<file path="config.mk">
export PLATFORM = sky130hd
export DESIGN_NAME = im2col_address_generator
export DESIGN_NICKNAME = d
export VERILOG_FILES = /design/src/rtl/i2c_pkg.sv /design/src/rtl/i2c_config.sv /design/src/rtl/i2c_walk.sv /design/src/rtl/i2c_queue.sv /design/src/rtl/i2c_addr.sv /design/src/rtl/im2col_address_generator.sv
export SDC_FILE = /design/constraint.sdc
export NUM_CORES = 2
export LEC_CHECK = 0
export BUFFER_PORTS_ARGS = -buffer_cell sky130_fd_sc_hd__buf_2
export CAP_MARGIN = 5
export CORE_ASPECT_RATIO = 1.25
export CORE_MARGIN = 1.5
export CORE_UTILIZATION = 23
export CTS_CLUSTER_SIZE = 24
export DETAILED_ROUTE_END_ITERATION = 10
export GPL_ROUTABILITY_DRIVEN = 1
export GPL_TIMING_DRIVEN = 0
export PLACE_DENSITY = 0.34
export SLEW_MARGIN = 30
export SYNTH_ARGS = -nofsm -noshare
export SYNTH_HDL_FRONTEND = slang
export SYNTH_SLANG_ARGS = --single-unit
</file>
<file path="constraint.sdc">
create_clock -name i_clk -period 10.1 [get_ports i_clk]
set_clock_uncertainty 0.15 [all_clocks]
set_input_delay 2.02 -clock i_clk [delete_from_list [all_inputs] [get_ports i_clk]]
set_output_delay 2.02 -clock i_clk [all_outputs]
set_load 0.005 [all_outputs]
</file>
<file path="src/rtl/i2c_pkg.sv">
// Shared types, sizes and register codes for the im2col address generator.
// No dependencies; every other file in rtl/ imports this package.
`timescale 1ns / 1ps

package i2c_pkg;

    localparam int MAX_IMAGE_DIM  = 4096;
    localparam int MAX_FILTER_DIM = 16;
    localparam int MAX_CHANNELS   = 1024;
    localparam int MAX_STRIDE     = 8;
    localparam int MAX_PADDING    = 8;

    // register field widths as written
    localparam int IMG_REG_W    = 13;
    localparam int CHN_REG_W    = 11;
    localparam int FLT_REG_W    = 5;
    localparam int STRIDE_REG_W = 4;
    localparam int PAD_REG_W    = 4;
    localparam int CFG_DATA_W   = 13;
    localparam int CFG_IDX_W    = 3;

    // clamped value widths
    localparam int DIM_W    = $clog2(MAX_IMAGE_DIM + 1);
    localparam int IDX_W    = $clog2(MAX_IMAGE_DIM);
    localparam int CHN_W    = $clog2(MAX_CHANNELS + 1);
    localparam int CH_IDX_W = (MAX_CHANNELS > 1) ? $clog2(MAX_CHANNELS) : 1;
    localparam int FILT_W   = $clog2(MAX_FILTER_DIM + 1);
    localparam int TAP_W    = (MAX_FILTER_DIM > 1) ? $clog2(MAX_FILTER_DIM) : 1;
    localparam int STR_W    = $clog2(MAX_STRIDE + 1);
    localparam int PADV_W   = $clog2(MAX_PADDING + 1);
    localparam int OUT_W    = $clog2(MAX_IMAGE_DIM + 2 * MAX_PADDING + 1);

    // datapath widths
    localparam int RPOS_W    = OUT_W + STR_W + 1;
    localparam int LIN_W     = 2 * IDX_W;
    localparam int PROD_W    = LIN_W + CHN_W;
    localparam int SRC_W     = 34;
    localparam int DEST_W    = 44;
    localparam int DIV_STEPS = OUT_W;
    localparam int DIV_CNT_W = $clog2(DIV_STEPS + 1);

    localparam int QUEUE_DEPTH = 4;
    localparam int QPTR_W      = $clog2(QUEUE_DEPTH);
    localparam int QCNT_W      = $clog2(QUEUE_DEPTH + 1);

    localparam logic [CFG_IDX_W-1:0] CFG_IMAGE_WIDTH   = 3'd0;
    localparam logic [CFG_IDX_W-1:0] CFG_IMAGE_HEIGHT  = 3'd1;
    localparam logic [CFG_IDX_W-1:0] CFG_CHANNELS      = 3'd2;
    localparam logic [CFG_IDX_W-1:0] CFG_FILTER_WIDTH  = 3'd3;
    localparam logic [CFG_IDX_W-1:0] CFG_FILTER_HEIGHT = 3'd4;
    localparam logic [CFG_IDX_W-1:0] CFG_STRIDE        = 3'd5;
    localparam logic [CFG_IDX_W-1:0] CFG_PADDING       = 3'd6;

    typedef struct packed {
        logic [DIM_W-1:0]  w;
        logic [DIM_W-1:0]  h;
        logic [CHN_W-1:0]  c;
        logic [FILT_W-1:0] fw;
        logic [FILT_W-1:0] fh;
        logic [STR_W-1:0]  s;
        logic [PADV_W-1:0] p;
        logic [OUT_W-1:0]  ow;
        logic [OUT_W-1:0]  oh;
    } t_geom;

    typedef struct packed {
        logic [IDX_W-1:0]    row;
        logic [IDX_W-1:0]    col;
        logic [CH_IDX_W-1:0] chan;
        logic [DEST_W-1:0]   dest;
        logic                pad;
        logic                last;
    } t_elem;

    function automatic logic [DIM_W-1:0] clamp_dim(input logic [IMG_REG_W-1:0] v);
        if (v == '0) return DIM_W'(1);
        if (32'(v) > MAX_IMAGE_DIM) return DIM_W'(MAX_IMAGE_DIM);
        return DIM_W'(v);
    endfunction

    function automatic logic [CHN_W-1:0] clamp_chn(input logic [CHN_REG_W-1:0] v);
        if (v == '0) return CHN_W'(1);
        if (32'(v) > MAX_CHANNELS) return CHN_W'(MAX_CHANNELS);
        return CHN_W'(v);
    endfunction

    function automatic logic [FILT_W-1:0] clamp_flt(input logic [FLT_REG_W-1:0] v);
        if (v == '0) return FILT_W'(1);
        if (32'(v) > MAX_FILTER_DIM) return FILT_W'(MAX_FILTER_DIM);
        return FILT_W'(v);
    endfunction

    function automatic logic [STR_W-1:0] clamp_str(input logic [STRIDE_REG_W-1:0] v);
        if (v == '0) return STR_W'(1);
        if (32'(v) > MAX_STRIDE) return STR_W'(MAX_STRIDE);
        return STR_W'(v);
    endfunction

    function automatic logic [PADV_W-1:0] clamp_pad(input logic [PAD_REG_W-1:0] v);
        if (32'(v) > MAX_PADDING) return PADV_W'(MAX_PADDING);
        return PADV_W'(v);
    endfunction

endpackage

</file>
<file path="src/rtl/i2c_config.sv">
// Configuration registers, clamping and the serial stride divider that
// derives the output width and height. Depends on i2c_pkg.
`timescale 1ns / 1ps

module i2c_config (
    input  logic                           i_clk,
    input  logic                           i_rst_n,
    input  logic                           i_cfg_we,
    input  logic [i2c_pkg::CFG_IDX_W-1:0]  i_cfg_idx,
    input  logic [i2c_pkg::CFG_DATA_W-1:0] i_cfg_data,
    output i2c_pkg::t_geom                 o_geom,
    output logic                           o_busy
);
    import i2c_pkg::*;

    logic [IMG_REG_W-1:0]    r_image_width;
    logic [IMG_REG_W-1:0]    r_image_height;
    logic [CHN_REG_W-1:0]    r_channels;
    logic [FLT_REG_W-1:0]    r_filter_width;
    logic [FLT_REG_W-1:0]    r_filter_height;
    logic [STRIDE_REG_W-1:0] r_stride;
    logic [PAD_REG_W-1:0]    r_padding;

    logic                 r_pend;
    logic [DIV_CNT_W-1:0] r_cnt;
    logic [OUT_W-1:0]     r_nq_w, r_nq_h;
    logic [STR_W-1:0]     r_rem_w, r_rem_h;
    logic                 r_small_w, r_small_h;

    logic [OUT_W-1:0] padded_w, padded_h;
    logic [STR_W-1:0] t_w, t_h;
    logic             ge_w, ge_h;
    logic [OUT_W-1:0] n_nq_w, n_nq_h;
    logic [STR_W-1:0] n_rem_w, n_rem_h;

    always_ff @(posedge i_clk) begin
        if (!i_rst_n) begin
            r_image_width   <= IMG_REG_W'(1);
            r_image_height  <= IMG_REG_W'(1);
            r_channels      <= CHN_REG_W'(1);
            r_filter_width  <= FLT_REG_W'(1);
            r_filter_height <= FLT_REG_W'(1);
            r_stride        <= STRIDE_REG_W'(1);
            r_padding       <= '0;
        end else if (i_cfg_we) begin
            unique case (i_cfg_idx)
                CFG_IMAGE_WIDTH:   r_image_width   <= i_cfg_data[IMG_REG_W-1:0];
                CFG_IMAGE_HEIGHT:  r_image_height  <= i_cfg_data[IMG_REG_W-1:0];
                CFG_CHANNELS:      r_channels      <= i_cfg_data[CHN_REG_W-1:0];
                CFG_FILTER_WIDTH:  r_filter_width  <= i_cfg_data[FLT_REG_W-1:0];
                CFG_FILTER_HEIGHT: r_filter_height <= i_cfg_data[FLT_REG_W-1:0];
                CFG_STRIDE:        r_stride        <= i_cfg_data[STRIDE_REG_W-1:0];
                CFG_PADDING:       r_padding       <= i_cfg_data[PAD_REG_W-1:0];
                default: ;
            endcase
        end
    end

    always_comb begin
        o_geom.w  = clamp_dim(r_image_width);
        o_geom.h  = clamp_dim(r_image_height);
        o_geom.c  = clamp_chn(r_channels);
        o_geom.fw = clamp_flt(r_filter_width);
        o_geom.fh = clamp_flt(r_filter_height);
        o_geom.s  = clamp_str(r_stride);
        o_geom.p  = clamp_pad(r_padding);
        o_geom.ow = r_small_w ? OUT_W'(1) : r_nq_w + OUT_W'(1);
        o_geom.oh = r_small_h ? OUT_W'(1) : r_nq_h + OUT_W'(1);
    end

    assign padded_w = OUT_W'(o_geom.w) + OUT_W'({o_geom.p, 1'b0});
    assign padded_h = OUT_W'(o_geom.h) + OUT_W'({o_geom.p, 1'b0});

    // one restoring quotient bit per cycle for each dimension
    always_comb begin
        t_w     = {r_rem_w[STR_W-2:0], r_nq_w[OUT_W-1]};
        t_h     = {r_rem_h[STR_W-2:0], r_nq_h[OUT_W-1]};
        ge_w    = t_w >= o_geom.s;
        ge_h    = t_h >= o_geom.s;
        n_rem_w = ge_w ? t_w - o_geom.s : t_w;
        n_rem_h = ge_h ? t_h - o_geom.s : t_h;
        n_nq_w  = {r_nq_w[OUT_W-2:0], ge_w};
        n_nq_h  = {r_nq_h[OUT_W-2:0], ge_h};
    end

    always_ff @(posedge i_clk) begin
        if (!i_rst_n) begin
            r_pend    <= 1'b0;
            r_cnt     <= '0;
            r_nq_w    <= '0;
            r_nq_h    <= '0;
            r_rem_w   <= '0;
            r_rem_h   <= '0;
            r_small_w <= 1'b0;
            r_small_h <= 1'b0;
        end else begin
            if (i_cfg_we) begin
                r_pend <= 1'b1;
            end else if (r_pend) begin
                r_pend <= 1'b0;
            end
            if (r_pend) begin
                r_small_w <= padded_w < OUT_W'(o_geom.fw);
                r_small_h <= padded_h < OUT_W'(o_geom.fh);
                r_nq_w    <= padded_w - OUT_W'(o_geom.fw);
                r_nq_h    <= padded_h - OUT_W'(o_geom.fh);
                r_rem_w   <= '0;
                r_rem_h   <= '0;
                r_cnt     <= DIV_CNT_W'(DIV_STEPS);
            end else if (r_cnt != '0) begin
                r_nq_w  <= n_nq_w;
                r_nq_h  <= n_nq_h;
                r_rem_w <= n_rem_w;
                r_rem_h <= n_rem_h;
                r_cnt   <= r_cnt - DIV_CNT_W'(1);
            end
        end
    end

    assign o_busy = r_pend || (r_cnt != '0);

endmodule

</file>
<file path="src/rtl/i2c_walk.sv">
// Front end: accepts requests, steps the unfold counters and classifies each
// element (padding, last, source row and column). Depends on i2c_pkg.
`timescale 1ns / 1ps

module i2c_walk (
    input  logic           i_clk,
    input  logic           i_rst_n,
    input  logic           i_valid,
    input  logic           i_restart,
    output logic           o_stall,
    input  i2c_pkg::t_geom i_geom,
    input  logic           i_busy,
    input  logic           i_q_full,
    output logic           o_push,
    output i2c_pkg::t_elem o_elem
);
    import i2c_pkg::*;

    logic [OUT_W-1:0]    r_out_row, r_out_col;
    logic [TAP_W-1:0]    r_tap_row, r_tap_col;
    logic [CH_IDX_W-1:0] r_chan;
    logic [DEST_W-1:0]   r_dest;

    logic [OUT_W-1:0]    e_out_row, e_out_col;
    logic [TAP_W-1:0]    e_tap_row, e_tap_col;
    logic [CH_IDX_W-1:0] e_chan;
    logic [DEST_W-1:0]   e_dest;

    logic [OUT_W-1:0]    n_out_row, n_out_col;
    logic [TAP_W-1:0]    n_tap_row, n_tap_col;
    logic [CH_IDX_W-1:0] n_chan;
    logic [DEST_W-1:0]   n_dest;

    logic [RPOS_W-1:0] rpos, cpos, rrow, rcol;
    logic              pad;
    logic              wrap_ch, wrap_tc, wrap_tr, wrap_oc, wrap_or, last;
    logic              accept;

    assign o_stall = i_busy || i_q_full;
    assign accept  = i_valid && !o_stall;
    assign o_push  = accept;

    always_comb begin
        e_out_row = i_restart ? '0 : r_out_row;
        e_out_col = i_restart ? '0 : r_out_col;
        e_tap_row = i_restart ? '0 : r_tap_row;
        e_tap_col = i_restart ? '0 : r_tap_col;
        e_chan    = i_restart ? '0 : r_chan;
        e_dest    = i_restart ? '0 : r_dest;

        rpos = RPOS_W'(e_out_row) * RPOS_W'(i_geom.s) + RPOS_W'(e_tap_row);
        cpos = RPOS_W'(e_out_col) * RPOS_W'(i_geom.s) + RPOS_W'(e_tap_col);
        rrow = rpos - RPOS_W'(i_geom.p);
        rcol = cpos - RPOS_W'(i_geom.p);
        pad  = (rpos < RPOS_W'(i_geom.p)) || (cpos < RPOS_W'(i_geom.p)) ||
               (rrow >= RPOS_W'(i_geom.h)) || (rcol >= RPOS_W'(i_geom.w));

        wrap_ch = (CHN_W'(e_chan) + CHN_W'(1)) >= i_geom.c;
        wrap_tc = (FILT_W'(e_tap_col) + FILT_W'(1)) >= i_geom.fw;
        wrap_tr = (FILT_W'(e_tap_row) + FILT_W'(1)) >= i_geom.fh;
        wrap_oc = ((OUT_W+1)'(e_out_col) + (OUT_W+1)'(1)) >= (OUT_W+1)'(i_geom.ow);
        wrap_or = ((OUT_W+1)'(e_out_row) + (OUT_W+1)'(1)) >= (OUT_W+1)'(i_geom.oh);
        last    = wrap_ch && wrap_tc && wrap_tr && wrap_oc && wrap_or;

        n_chan    = e_chan;
        n_tap_col = e_tap_col;
        n_tap_row = e_tap_row;
        n_out_col = e_out_col;
        n_out_row = e_out_row;
        n_dest    = e_dest + DEST_W'(1);
        if (last) begin
            n_chan    = '0;
            n_tap_col = '0;
            n_tap_row = '0;
            n_out_col = '0;
            n_out_row = '0;
            n_dest    = '0;
        end else begin
            n_chan = wrap_ch ? '0 : e_chan + CH_IDX_W'(1);
            if (wrap_ch) begin
                n_tap_col = wrap_tc ? '0 : e_tap_col + TAP_W'(1);
                if (wrap_tc) begin
                    n_tap_row = wrap_tr ? '0 : e_tap_row + TAP_W'(1);
                    if (wrap_tr) begin
                        n_out_col = wrap_oc ? '0 : e_out_col + OUT_W'(1);
                        if (wrap_oc) begin
                            n_out_row = wrap_or ? '0 : e_out_row + OUT_W'(1);
                        end
                    end
                end
            end
        end

        o_elem.row  = rrow[IDX_W-1:0];
        o_elem.col  = rcol[IDX_W-1:0];
        o_elem.chan = e_chan;
        o_elem.dest = e_dest;
        o_elem.pad  = pad;
        o_elem.last = last;
    end

    always_ff @(posedge i_clk) begin
        if (!i_rst_n) begin
            r_out_row <= '0;
            r_out_col <= '0;
            r_tap_row <= '0;
            r_tap_col <= '0;
            r_chan    <= '0;
            r_dest    <= '0;
        end else if (accept) begin
            r_out_row <= n_out_row;
            r_out_col <= n_out_col;
            r_tap_row <= n_tap_row;
            r_tap_col <= n_tap_col;
            r_chan    <= n_chan;
            r_dest    <= n_dest;
        end
    end

endmodule

</file>
<file path="src/rtl/i2c_queue.sv">
// Short element queue between the counter front end and the address back end.
// Depends on i2c_pkg.
`timescale 1ns / 1ps

module i2c_queue (
    input  logic           i_clk,
    input  logic           i_rst_n,
    input  logic           i_push,
    input  i2c_pkg::t_elem i_elem,
    input  logic           i_pop,
    output logic           o_valid,
    output logic           o_full,
    output i2c_pkg::t_elem o_elem
);
    import i2c_pkg::*;

    t_elem             r_mem [QUEUE_DEPTH];
    logic [QPTR_W-1:0] r_wr_ptr, r_rd_ptr;
    logic [QCNT_W-1:0] r_count;
    logic              do_pop;

    assign o_valid = r_count != '0;
    assign o_full  = r_count == QCNT_W'(QUEUE_DEPTH);
    assign o_elem  = r_mem[r_rd_ptr];
    assign do_pop  = i_pop && o_valid;

    always_ff @(posedge i_clk) begin
        if (i_push) begin
            r_mem[r_wr_ptr] <= i_elem;
        end
    end

    always_ff @(posedge i_clk) begin
        if (!i_rst_n) begin
            r_wr_ptr <= '0;
            r_rd_ptr <= '0;
            r_count  <= '0;
        end else begin
            if (i_push) begin
                r_wr_ptr <= r_wr_ptr + QPTR_W'(1);
            end
            if (do_pop) begin
                r_rd_ptr <= r_rd_ptr + QPTR_W'(1);
            end
            if (i_push && !do_pop) begin
                r_count <= r_count + QCNT_W'(1);
            end else if (!i_push && do_pop) begin
                r_count <= r_count - QCNT_W'(1);
            end
        end
    end

endmodule

</file>
<file path="src/rtl/i2c_addr.sv">
// Back end: two-stage multiply pipeline forming the source index, with the
// output register as its second stage. Depends on i2c_pkg.
`timescale 1ns / 1ps

module i2c_addr (
    input  logic                        i_clk,
    input  logic                        i_rst_n,
    input  i2c_pkg::t_geom              i_geom,
    input  logic                        i_q_valid,
    input  i2c_pkg::t_elem              i_elem,
    output logic                        o_pop,
    input  logic                        i_stall,
    output logic                        o_valid,
    output logic [i2c_pkg::SRC_W-1:0]   o_source_index,
    output logic [i2c_pkg::DEST_W-1:0]  o_dest_index,
    output logic                        o_is_padding,
    output logic                        o_last,
    output logic                        o_s1_valid
);
    import i2c_pkg::*;

    logic                r_s1_valid;
    logic [LIN_W-1:0]    r_s1_lin;
    logic [CH_IDX_W-1:0] r_s1_chan;
    logic [DEST_W-1:0]   r_s1_dest;
    logic                r_s1_pad;
    logic                r_s1_last;

    logic              r_out_valid;
    logic [SRC_W-1:0]  r_src;
    logic [DEST_W-1:0] r_dest;
    logic              r_pad;
    logic              r_last;

    logic adv;

    assign adv   = !(r_out_valid && i_stall);
    assign o_pop = adv && i_q_valid;

    always_ff @(posedge i_clk) begin
        if (!i_rst_n) begin
            r_s1_valid  <= 1'b0;
            r_out_valid <= 1'b0;
        end else if (adv) begin
            r_s1_valid  <= i_q_valid;
            r_out_valid <= r_s1_valid;
        end
    end

    always_ff @(posedge i_clk) begin
        if (adv) begin
            r_s1_lin  <= LIN_W'(i_elem.row) * LIN_W'(i_geom.w) + LIN_W'(i_elem.col);
            r_s1_chan <= i_elem.chan;
            r_s1_dest <= i_elem.dest;
            r_s1_pad  <= i_elem.pad;
            r_s1_last <= i_elem.last;
            r_src     <= r_s1_pad ? '0 :
                         SRC_W'(PROD_W'(r_s1_lin) * PROD_W'(i_geom.c) + PROD_W'(r_s1_chan));
            r_dest    <= r_s1_dest;
            r_pad     <= r_s1_pad;
            r_last    <= r_s1_last;
        end
    end

    assign o_valid        = r_out_valid;
    assign o_source_index = r_src;
    assign o_dest_index   = r_dest;
    assign o_is_padding   = r_pad;
    assign o_last         = r_last;
    assign o_s1_valid     = r_s1_valid;

endmodule

</file>
<file path="src/rtl/im2col_address_generator.sv">
// im2col address generator top level: config, counter front end, queue, back end.
// Requests pass the queue, stage 1 and output register; one per cycle unless stalled.
// After any config write the input stalls while the stride divider runs.
// Reset (synchronous, active low): registers to defaults, counters and queue empty.
// Depends on i2c_pkg, i2c_config, i2c_walk, i2c_queue, i2c_addr.
`timescale 1ns / 1ps

module im2col_address_generator (
    input  logic                           i_clk,
    input  logic                           i_rst_n,
    input  logic                           i_cfg_we,
    input  logic [i2c_pkg::CFG_IDX_W-1:0]  i_cfg_idx,
    input  logic [i2c_pkg::CFG_DATA_W-1:0] i_cfg_data,
    input  logic                           i_valid,
    input  logic                           i_restart,
    output logic                           o_stall,
    output logic                           o_valid,
    input  logic                           i_stall,
    output logic [i2c_pkg::SRC_W-1:0]      o_source_index,
    output logic [i2c_pkg::DEST_W-1:0]     o_dest_index,
    output logic                           o_is_padding,
    output logic                           o_last
);
    import i2c_pkg::*;

    t_geom geom;
    logic  cfg_busy;
    logic  q_push, q_pop, q_valid, q_full;
    t_elem walk_elem, q_elem;
    logic  s1_valid;

    i2c_config u_config (
        .i_clk      (i_clk),
        .i_rst_n    (i_rst_n),
        .i_cfg_we   (i_cfg_we),
        .i_cfg_idx  (i_cfg_idx),
        .i_cfg_data (i_cfg_data),
        .o_geom     (geom),
        .o_busy     (cfg_busy)
    );

    i2c_walk u_walk (
        .i_clk     (i_clk),
        .i_rst_n   (i_rst_n),
        .i_valid   (i_valid),
        .i_restart (i_restart),
        .o_stall   (o_stall),
        .i_geom    (geom),
        .i_busy    (cfg_busy),
        .i_q_full  (q_full),
        .o_push    (q_push),
        .o_elem    (walk_elem)
    );

    i2c_queue u_queue (
        .i_clk   (i_clk),
        .i_rst_n (i_rst_n),
        .i_push  (q_push),
        .i_elem  (walk_elem),
        .i_pop   (q_pop),
        .o_valid (q_valid),
        .o_full  (q_full),
        .o_elem  (q_elem)
    );

    i2c_addr u_addr (
        .i_clk          (i_clk),
        .i_rst_n        (i_rst_n),
        .i_geom         (geom),
        .i_q_valid      (q_valid),
        .i_elem         (q_elem),
        .o_pop          (q_pop),
        .i_stall        (i_stall),
        .o_valid        (o_valid),
        .o_source_index (o_source_index),
        .o_dest_index   (o_dest_index),
        .o_is_padding   (o_is_padding),
        .o_last         (o_last),
        .o_s1_valid     (s1_valid)
    );

`ifndef NO_ASSERTIONS
    a_busy_stalls: assert property (@(posedge i_clk) disable iff (!i_rst_n)
        cfg_busy |-> o_stall)
        else $error("request accepted while geometry divider busy");

    a_pad_zero_src: assert property (@(posedge i_clk) disable iff (!i_rst_n)
        (o_valid && o_is_padding) |-> (o_source_index == '0))
        else $error("padding element with nonzero source index");

    a_out_from_s1: assert property (@(posedge i_clk) disable iff (!i_rst_n)
        $rose(o_valid) |-> $past(s1_valid))
        else $error("output valid without a stage-1 element");

    a_full_no_push: assert property (@(posedge i_clk) disable iff (!i_rst_n)
        q_full |-> !q_push)
        else $error("push into full queue");
`endif

endmodule

</file>
Word-level counts from Yosys, hierarchy flattened
Memory sizes are Yosys's and may differ from the RTL's. A register that Yosys moved wholly into a read port is not among the register bits.
Cells that the tools add are included.
W data, S select, Z words.
Word-level totals
  bits in registers: 351
  latch bits: 0
  RAM bits: 320
  ROM bits: 0
  bits of input ports: 22
  output and inout bits: 82
  logic and storage cells: 226
  memories kept: 1
Memories
  u_queue.r_mem: depth 4, bits a word 80, rd ports 1, clocked after Yosys merged registers in 1, wr ports 1, line i2c_queue.sv:17  | t_elem r_mem [QUEUE_DEPTH];
Cells by class
  $add $sub $neg: 30
  multipliers: 4
  divide/modulo/power cells: 0
  $lt $le $gt $ge: 20
  eq/ne operators: 7
  shifts and indexed selects: 0
  mux-type cells: 89
  bitwise gates (word level): 1
  reductions and logical operators: 38
Operators with widths (count)
  $mux W13: 27
  $mux W44: 2
  $mux W4: 17
  $add A13 B1 Y13 const B: 4
  $add A44 B1 Y44 const B: 1
  $mux W11: 4
  $mux W5: 8
  $add A17 B4 Y18: 2
  $ge A18 B13 Y1: 2
  $lt A18 B4 Y1: 2
  $sub A18 B4 Y18: 2
  $add A34 B10 Y34: 1
  $mul A13 B4 Y17: 2
  $mul A24 B11 Y34: 1
  $mux W10: 3
  $add A13 B1 Y14 const B: 2
  $ge A14 B13 Y1: 2
  $add A13 B5 Y13: 2
  $gt A13 B13 Y1 const B: 2
  $logic_not A13 Y1: 2
  $lt A13 B5 Y1: 2
  $sub A13 B5 Y13: 2
  $add A24 B12 Y24: 1
  $mul A12 B13 Y24: 1
  other kinds (34): 95

Longest topological paths before layout
  depth in word-level cells: 11
  depth in mapped cells: 32
  depth with buffers taken out: 28

Modules after synthesis
From an unflattened synthesis, not the netlist that was laid out.
Second synthesis, totals
  cells, all modules: 4861
  area total of the unflattened synthesis: 50074.3 sq um
By module, submodules not included
  i2c_addr: instances 1, cells an instance 1952, area each 19562.5 sq um, sequential area each 4844.6 sq um
  i2c_queue: instances 1, cells an instance 461, area each 12086.6 sq um, sequential area each 9789.4 sq um
  i2c_walk: instances 1, cells an instance 1570, area each 11975.2 sq um, sequential area each 1761.7 sq um
  i2c_config: instances 1, cells an instance 878, area each 6449.9 sq um, sequential area each 1881.8 sq um

Worst setup path before layout
OpenSTA, ideal clock, no wires.
  kind: input to register
  start point: in i_restart
  end point: mem u_queue.r_mem[0][1] in the netlist's numbering (data pin)
  setup time: 0.295 ns
  data arrival time: 8.505 ns
  data required time: 9.655 ns
  setup slack: 1.149 ns
  stages: 29
  buffers on the path: 5
  path through: clkbuf_1 > clkbuf_1 > clkbuf_1 > buf_1 > clkbuf_1 > nand2b_1 > inv_1 > nand2_1 > fa_1 > fa_1 > fa_1 > inv_1 > ha_1 > o21a_1 > a211o_1 > a211oi_1 > nor2_1 > nand2_1 > xnor2_1 > ha_1 > a21o_1 > a21o_1 > a21oi_1 > nor2b_1 > o41a_1 > o21ai_0 > nand4_1 > a211oi_2 > o2111ai_1
RTL lines
  start: declaration: line im2col_address_generator.sv:15  | input logic i_restart,
  end: declaration: line i2c_queue.sv:17

==> impl_results.md <==
- Layout cell share with drive strength beyond 1: 0.0919
- WP buf/inv: 6
- Hold WS: 0.268 ns
- Core Util, Final: 0.266
- Post-synth cell types: 95
- Detail Route Antenna Nets: 0
- CTS tree: done
- Post-synthesis register bit count: slightly below 700
- Largest net degree at the start of global routing: 48
- RSZ-0062 raised after global routing: false
- Area growth syn-to-layout: 15.0%
- Clk Latency, worst-skew pair: ~0.71 ns
- Slew HR: 0.315
- Worst Setup End Kind: register
- I/O Pins: 104
- CP Launch Point: i_restart
- R2r endpoint: u_queue.r_mem[0][1]$_DFFE_PP_
- Slew @ Worst Pin: 1.02 ns
- CP max stage delay: 0.65 ns
- Synth area leaders: edfxtp_1 (30%), fa_1 (16%), ha_1 (9.0%)
- Min cycle time layout: around 9.7 ns
- Hpwl dp: 123 mm
- Crit path max-delay family: compound AO/OA/AOI/OAI gates
- Grt total ovfl: 0
- Number of buffers created by CTS: 80
- Worst Path Required: a little over 10 ns
- Seq/Total Area, Yosys: 0.378
- VDD IR max: 148 µV
- Pre-antenna DRT Iters: 5
- Depth of the CTS H-tree: 3
- Via count of the routed design: 33,500
- Final Net Count: around 5,600
- Core area: 0.210 mm²
- Ys Warns: 0
- Setup_tns: 0 ns
- Power Density: 194 mW/mm²
- Post-Syn Area: 0.0484 mm²
- Worst Setup Start Kind: primary input
- Tot GR Track Use: 0.147
- Drt total wl: between 150 and 200 mm
- Final setup viols: 0
- Vias in the first global route: 36,000
- Primary FF master, synth: edfxtp_1
- Iter 0 DRT Violations: between 1,500 and 2,000
- CTS clk-pin slew, worst paths: 0.06 ns
- Worst Path Max Fanout: 10
- Worst setup endpoint: u_queue.r_mem[0][1]$_DFFE_PP_
- Die span in y: 516 µm
- EDFF count, synth: 480
- IO Port Bufs: 102
- Crit-path slowest cell: clkbuf_1
- R2r setup slk: 1.22 ns
- Period Utilization, post-route: 0.961
- Average cell area after synthesis: 10.5 µm²
- Share of the synthesized area in the top cell type: 0.298
- Critical Setup Path Class: primary input to register
- Register-to-Register Path Depth: 25
- Async SR Flop Fraction: 0
- Levels on crit path: 27
- Final hold viol count: 0
- GP Congestion: slightly above 0.8
- Initial antenna violation count: 4
- Max-cap viol count: 0
- First-pass GRT wire length: 235 mm
- Post-Synthesis Cells: 4,624
- Top cell by count, worst path: ha_1
- DR vias/cell: 4.37
- Synth area leader: edfxtp_1
- Maximum clock insertion buffer count: 3
- Pins over their slew limit: 0
- Run status: finished clean
- Die Width: 413 µm
- Die ar.: around 0.21 mm²
- Drt drc: 0
- Drt wl/cell: 20.4 µm
- Initial Util: 0.231
- Total design power: between 10 and 15 mW
- CTS sink count: approximately 670
- Worst Path Arrival: 9.91 ns
- Row count: ~190
- Most frequent cells in the layout: nand2_1 (592), inv_1 (533), edfxtp_1 (480), fa_1 (383), ha_1 (347)
- Commonest non-fill, non-tap cell in the layout: nand2_1
- Static leakage: 22.8 nW
- Place WS: -3.00 ns
- RR Startpoint: u_config.r_stride[3]$_SDFFE_PN0P_
- Root Buffer: clkbuf_16
- Net count after synthesis: 5,376
- Hold Path Class: register to register
- FMAX: 103 MHz
- Post-route setup slack: 0.398 ns
## registers in the layout, indices dropped and copies added, names as in the netlist, 4 cells and up, named ones only
register,count
u_walk.r_dest,44
u_addr.r_s1_dest,44
u_addr.r_s1_chan,10
u_config.r_filter_width,5
u_addr.o_source_index,34
u_addr.r_s1_lin,24
u_config.r_image_width,13
u_queue.r_mem,320
u_config.r_nq_h,13
u_config.r_filter_height,5
u_walk.r_out_col,13
u_walk.r_tap_row,4
u_config.r_image_height,13
u_config.r_padding,4
u_addr.o_dest_index,44
u_config.r_stride,4
u_walk.r_chan,10
u_walk.r_tap_col,4
u_config.r_channels,11
u_config.r_cnt,4
u_config.r_nq_w,13
u_walk.r_out_row,13
## per-stage QoR
step                      cells  cell area [µm²]
after floorplan            4624            48400
after global placement     7481            52400
after detailed placement   7498            52900
after CTS                  7650            55700
after global routing       7650            55700
final                      7650            55700
## Yosys cell counts (all sizes together), types with 8 or more instances
cell type	number
nand3	114
a21o	55
nor2b	108
fa	383
ha	347
nand3b	8
nand2b	82
or2	14
nor3	48
o31ai	13
a31oi	28
clkbuf	162
a32o	11
nor2	328
nor4	26
o21bai	11
o211ai	14
a22oi	12
a311oi	9
o21a	23
inv	534
or3	21
a21oi	199
and3	49
nand4	26
nand2	595
nor3b	10
dfxtp	193
o21ai	114
mux4	77
and2	139
xnor2	111
edfxtp	480
buf	35
a211oi	34
xor2	78
mux2i	38
## worst min path at each step
stage               slack, ns  cells past startpoint                                end                            from
detailed placement       0.26                      0  u_addr.o_dest_index[11]$_DFFE_PN_  u_addr.r_s1_dest[11]$_DFFE_PN_
floorplan                0.25                      0   u_addr.o_dest_index[0]$_DFFE_PN_   u_addr.r_s1_dest[0]$_DFFE_PN_
finish                   0.27                      0   u_addr.o_dest_index[7]$_DFFE_PN_   u_addr.r_s1_dest[7]$_DFFE_PN_
global placement         0.25                      0  u_addr.o_dest_index[33]$_DFFE_PN_  u_addr.r_s1_dest[33]$_DFFE_PN_
global route             0.27                      0   u_addr.o_dest_index[9]$_DFFE_PN_   u_addr.r_s1_dest[9]$_DFFE_PN_
CTS                      0.27                      0  u_addr.o_dest_index[35]$_DFFE_PN_  u_addr.r_s1_dest[35]$_DFFE_PN_
## logic make-up (layout without fill, tap and decap cells)
kind of cell / Yosys count / in the layout / synth area share
mux: 119 / 119 / 0.0446
other cells: 0 / 1 / 0
flops: 673 / 673 / 0.378
buf+inv: 737 / 1007 / 0.0579
simple gates: 1589 / 1589 / 0.157
compound gates: 585 / 585 / 0.0799
xor+xnor: 189 / 189 / 0.0342
fa+ha+maj: 732 / 732 / 0.248
## where the power goes
group / switching, mW / total (mW) / internal (mW)
Sequential: 0.166 / 3.71 / 3.54
Clock: 1.30 / 3.01 / 1.70
Combinational: 2.49 / 4.07 / 1.58
Total: 3.96 / 10.8 / 6.82
## final cells by class
type	instances	area [µm²]
plain buffers	196	813
clock buffers	108	2220
multi-input cells	3214	27500
clock inverters	42	494
fillers	22100	154000
diodes	1	2.50
well taps	2755	3450
repair buffers	121	921
inverters	540	2030
flip-flops and latches	673	18300
## routing by layer
layer	global-route usage	vias up	wire length, µm
met5	0	-	0
met4	0.0400	0	3850
met3	0.0143	153	3790
met2	0.273	434	81800
met1	0.179	16800	66500
li1	-	16000	-
## timing repair
action                                  CTS  global route
cloned                                    0             0
setup buffers                             2             0
endpoints found under the setup margin    4             4
pin swaps                                 1             0
gates resized for setup                  22             7
hold buffers                              0             0
Note: power is estimated with default switching activity, not from simulation.
